`src/design/a2sm_ram.sv`:
```
// Generic single-write, single-read RAM with registered read data.
`default_nettype none

module a2sm_ram #(
   parameter int WIDTH = 8,
   parameter int DEPTH = 16
) (
   input  logic                       clock,
   input  logic                       wr_en,
   input  logic [$clog2(DEPTH)-1:0]   wr_addr,
   input  logic [WIDTH-1:0]           wr_data,
   input  logic                       rd_en,
   input  logic [$clog2(DEPTH)-1:0]   rd_addr,
   output logic [WIDTH-1:0]           rd_data
);

   logic [WIDTH-1:0] mem_ff [DEPTH];
   logic [WIDTH-1:0] rd_data_ff;

   always_ff @(posedge clock) begin
      if (wr_en) begin
         mem_ff[wr_addr] <= wr_data;
      end
      if (rd_en) begin
         rd_data_ff <= mem_ff[rd_addr];
      end
   end

   assign rd_data = rd_data_ff;

endmodule

`default_nettype wire

```
`config.mk`:
```
export PLATFORM = sky130hd
export DESIGN_NAME = a2sm_ram
export DESIGN_NICKNAME = d
export VERILOG_FILES = /design/src/design/a2sm_ram.sv
export SDC_FILE = /design/constraint.sdc
export NUM_CORES = 1
export LEC_CHECK = 0
export BUFFER_PORTS_ARGS = -buffer_cell sky130_fd_sc_hd__buf_4
export CAP_MARGIN = 10
export CORE_ASPECT_RATIO = 2
export CORE_UTILIZATION = 45
export CTS_CLUSTER_SIZE = 24
export DETAILED_ROUTE_END_ITERATION = 7
export SLEW_MARGIN = 15
export SYNTH_ARGS = -nofsm -noshare
export SYNTH_HDL_FRONTEND = slang
export SYNTH_SLANG_ARGS = --single-unit
```
`constraint.sdc`:
```
create_clock -name clock -period 4.2 [get_ports clock]
set_input_delay 0.21 -clock clock [delete_from_list [all_inputs] [get_ports clock]]
set_output_delay 0.21 -clock clock [all_outputs]
set_load 0.005 [all_outputs]
```
==> results.md <==
- FF-to-FF End: rd_data[2]
- Reg area: 4080 sq um
- Slew Limit Fails: 0
- First-pass GRT wire length: 15,000 microns
- Reg2reg setup slack: 2.73 ns
- Final wirelength: 9590 microns
- Clock Latency Late Sink: 0.41 ns
- Worst Hold End: rd_data[3]
- Synth Instances: 229
- Leak pwr: 2.01 nW
- Crit path launch type: input pin
- RSZ-0062 raised after global routing: false
- Least-Margin Pin Slew: 1.08 ns
- Worst hold start: rd_en
- Worst VDD drop: 0.395 mV
- Synth area leader: edfxtp_1
- HP Class: in -> reg
- TritonCTS Buffers: 17
- Mapped cell area: 5230 sq um
- Post-route minimum period: 1.66 ns
- Yosys warnings: 0
- Asr flop ratio synth: 0%
- Post-CTS Resized: 0
- Total grt overflow: 0
- Multi-input logic area: 1070 sq um
- Clock Root Buffer: clkbuf_16
- Synth top area share: 78.1%
- Initial Util: 46.3%
- Finish-stage setup viols: 0
- Core footprint: 11,300 sq um
- Routed len/inst: 22.9 microns
- Area Overhead vs Synth: 16.6%
- Reg2reg start: mem_ff[1][2]
- Tcrit/Tclk final: 39.6%
- Gr usage total: 18.1%
- I/O Pins: 27
- Post-detail-place hpwl: 6340 microns
- EDFF count, synth: 136
- Nets: 284
- Clock sinks: 136
- Most frequent cell after synthesis: edfxtp_1
- Via density: 5.52
- Largest net degree at the start of global routing: 33
- # port buffers: 26
- Crit path max fanout: 8
- Reg clk slew, reported paths: 0.06 ns
- Arr. time, crit path: 1.68 ns
- Vias: 2,307
- Post-synth top cells: edfxtp_1 (136), mux4_2 (18), a22oi_1 (16)
- Max_slew headroom: 27.6%
- Outcome: finished, final reports clean
- Register area share after synthesis: 78.1%
- TritonRoute pass-1 iters: 4
- Core Rows: 55
- Area contributors post-synth: edfxtp_1 (78%), mux4_2 (7.8%), mux4_1 (7.0%)
- Endpoint class of the critical path: flip-flop
- Vias in the first global route: 2,557
- DR iter-0 viols: 135
- Total power: 3.10 mW
- Cell count after placement: 388
- Post-CTS setup buffer count: 0
- Mapped Nets: 248
- Final setup skew: 0.00522 ns
- CTS Hold Bufs: 0
- Chip height: 154 microns
- Fillers: 897
- Synthesized flop and latch total: 136
- TritonCTS clock tree: built
- Count of final hold-check violations: 0
- Gp weighted congestion: 0.745
- WP data required: 4.22 ns
- H-Tree Depth: 4
- DRC violations left: 0
- Die Wd: 78.2 microns
- Cell depth of the worst flop-to-flop path: 3
- Predominant post-synthesis flop cell: edfxtp_1
- Post-synth cell types: 18
- Non-Filler Instances: 418
- Initial antenna violation count: 0
- FMAX: 0.602 GHz
- Clk buf depth: 2
- Die ar.: 12,100 sq um
- Layout cells sized above 1: 26.4%
- Power per standard cell area: 508 nW/um^2
- Final setup TNS: 0 ns
- Total of max-cap violations: 0
- Syn Area/Cell: 22.8 sq um
- Worst hold path depth: 1
- CP Class: in -> reg
- Antenna viol nets, final: 0
- Ant diodes: 0
## registers in the layout, indices dropped and copies added (netlist names)
| signal | count |
|---|---|
| mem_ff | 128 |
| rd_data | 8 |
## cell families (layout without fill, tap and decap cells)
| kind of cell | count (synthesis) | in the layout | share of synthesized area, % |
|---|---|---|---|
| DFF | 136 | 136 | 78.1 |
| and+or+nand+nor | 35 | 35 | 3.14 |
| muxes | 32 | 32 | 14.8 |
| AOI/OAI and AO/OA | 16 | 16 | 2.30 |
| buffers and inverters | 10 | 57 | 1.65 |
## through the flow
stage                     utilization, %  area, sq um  hold slack (ns)  setup slack, ns
final                               54.0         6100           0.0813             2.54
after floorplan                        -         5230            0.309             2.50
after global placement              49.0         5530            0.503             2.17
after global routing                54.0         6100           0.0888             2.49
after CTS                           54.0         6100           0.0734             2.52
after detailed placement            49.0         5530            0.503             2.09
## cell usage in the layout (no fill, tap or decap)
cell type | synthesis | layout
edfxtp_1 | 136 | 136
a22oi_1 | 16 | 16
clkbuf_1 | 0 | 1
nor3_2 | 0 | 2
nor2_1 | 13 | 13
nor2b_1 | 1 | 1
nor3_1 | 4 | 2
nand3b_1 | 2 | 2
clkbuf_16 | 0 | 17
and2_1 | 1 | 1
nand2b_1 | 2 | 2
mux4_2 | 18 | 18
and2b_1 | 1 | 1
nand2_1 | 9 | 9
clkinvlp_4 | 0 | 2
mux4_1 | 14 | 14
or3b_2 | 1 | 1
clkinv_1 | 0 | 4
buf_4 | 1 | 27
nand3_1 | 1 | 1
bufinv_16 | 0 | 3
clkinv_2 | 0 | 3
## how the worst max path moves through the flow
stage | start | to | slack, ns | depth (start not counted)
after floorplan | wr_addr[2] | mem_ff[0][0] | 2.50 | 2
after global placement | wr_addr[2] | mem_ff[0][0] | 2.17 | 3
after detailed placement | wr_addr[2] | mem_ff[0][5] | 2.09 | 3
after CTS | wr_addr[2] | mem_ff[0][5] | 2.52 | 3
after global routing | wr_addr[2] | mem_ff[0][5] | 2.49 | 3
final | wr_addr[2] | mem_ff[0][5] | 2.54 | 3
## area by class of cell
| type | instances | share of cell area [%] |
|---|---|---|
| Sequential cell | 136 | 67.0 |
| Clock inverter | 12 | 2.22 |
| Multi-Input combinational cell | 83 | 17.5 |
| Clock buffer | 18 | 7.04 |
| Tap cell | 142 | 2.91 |
| Timing Repair Buffer | 27 | 3.33 |
## routing by layer
| layer | GRT usage [%] | routed length [microns] |
|---|---|---|
| met1 | 20.5 | 3620 |
| met2 | 32.3 | 5460 |
| met3 | 3.60 | 295 |
| met4 | 8.47 | 211 |
| met5 | 0 | 0 |
## worst max-delay path, stage by stage
cell    delay (ns)
buf_4         0.12
or3b_2        0.51
nor3_1        0.84
## where the power goes
| part | internal (mW) | switching [mW] |
|---|---|---|
| Combinational | 0.0608 | 0.0754 |
| Clock | 0.913 | 0.513 |
| Sequential | 1.53 | 0.00666 |
(Power assumes the default switching activity.)
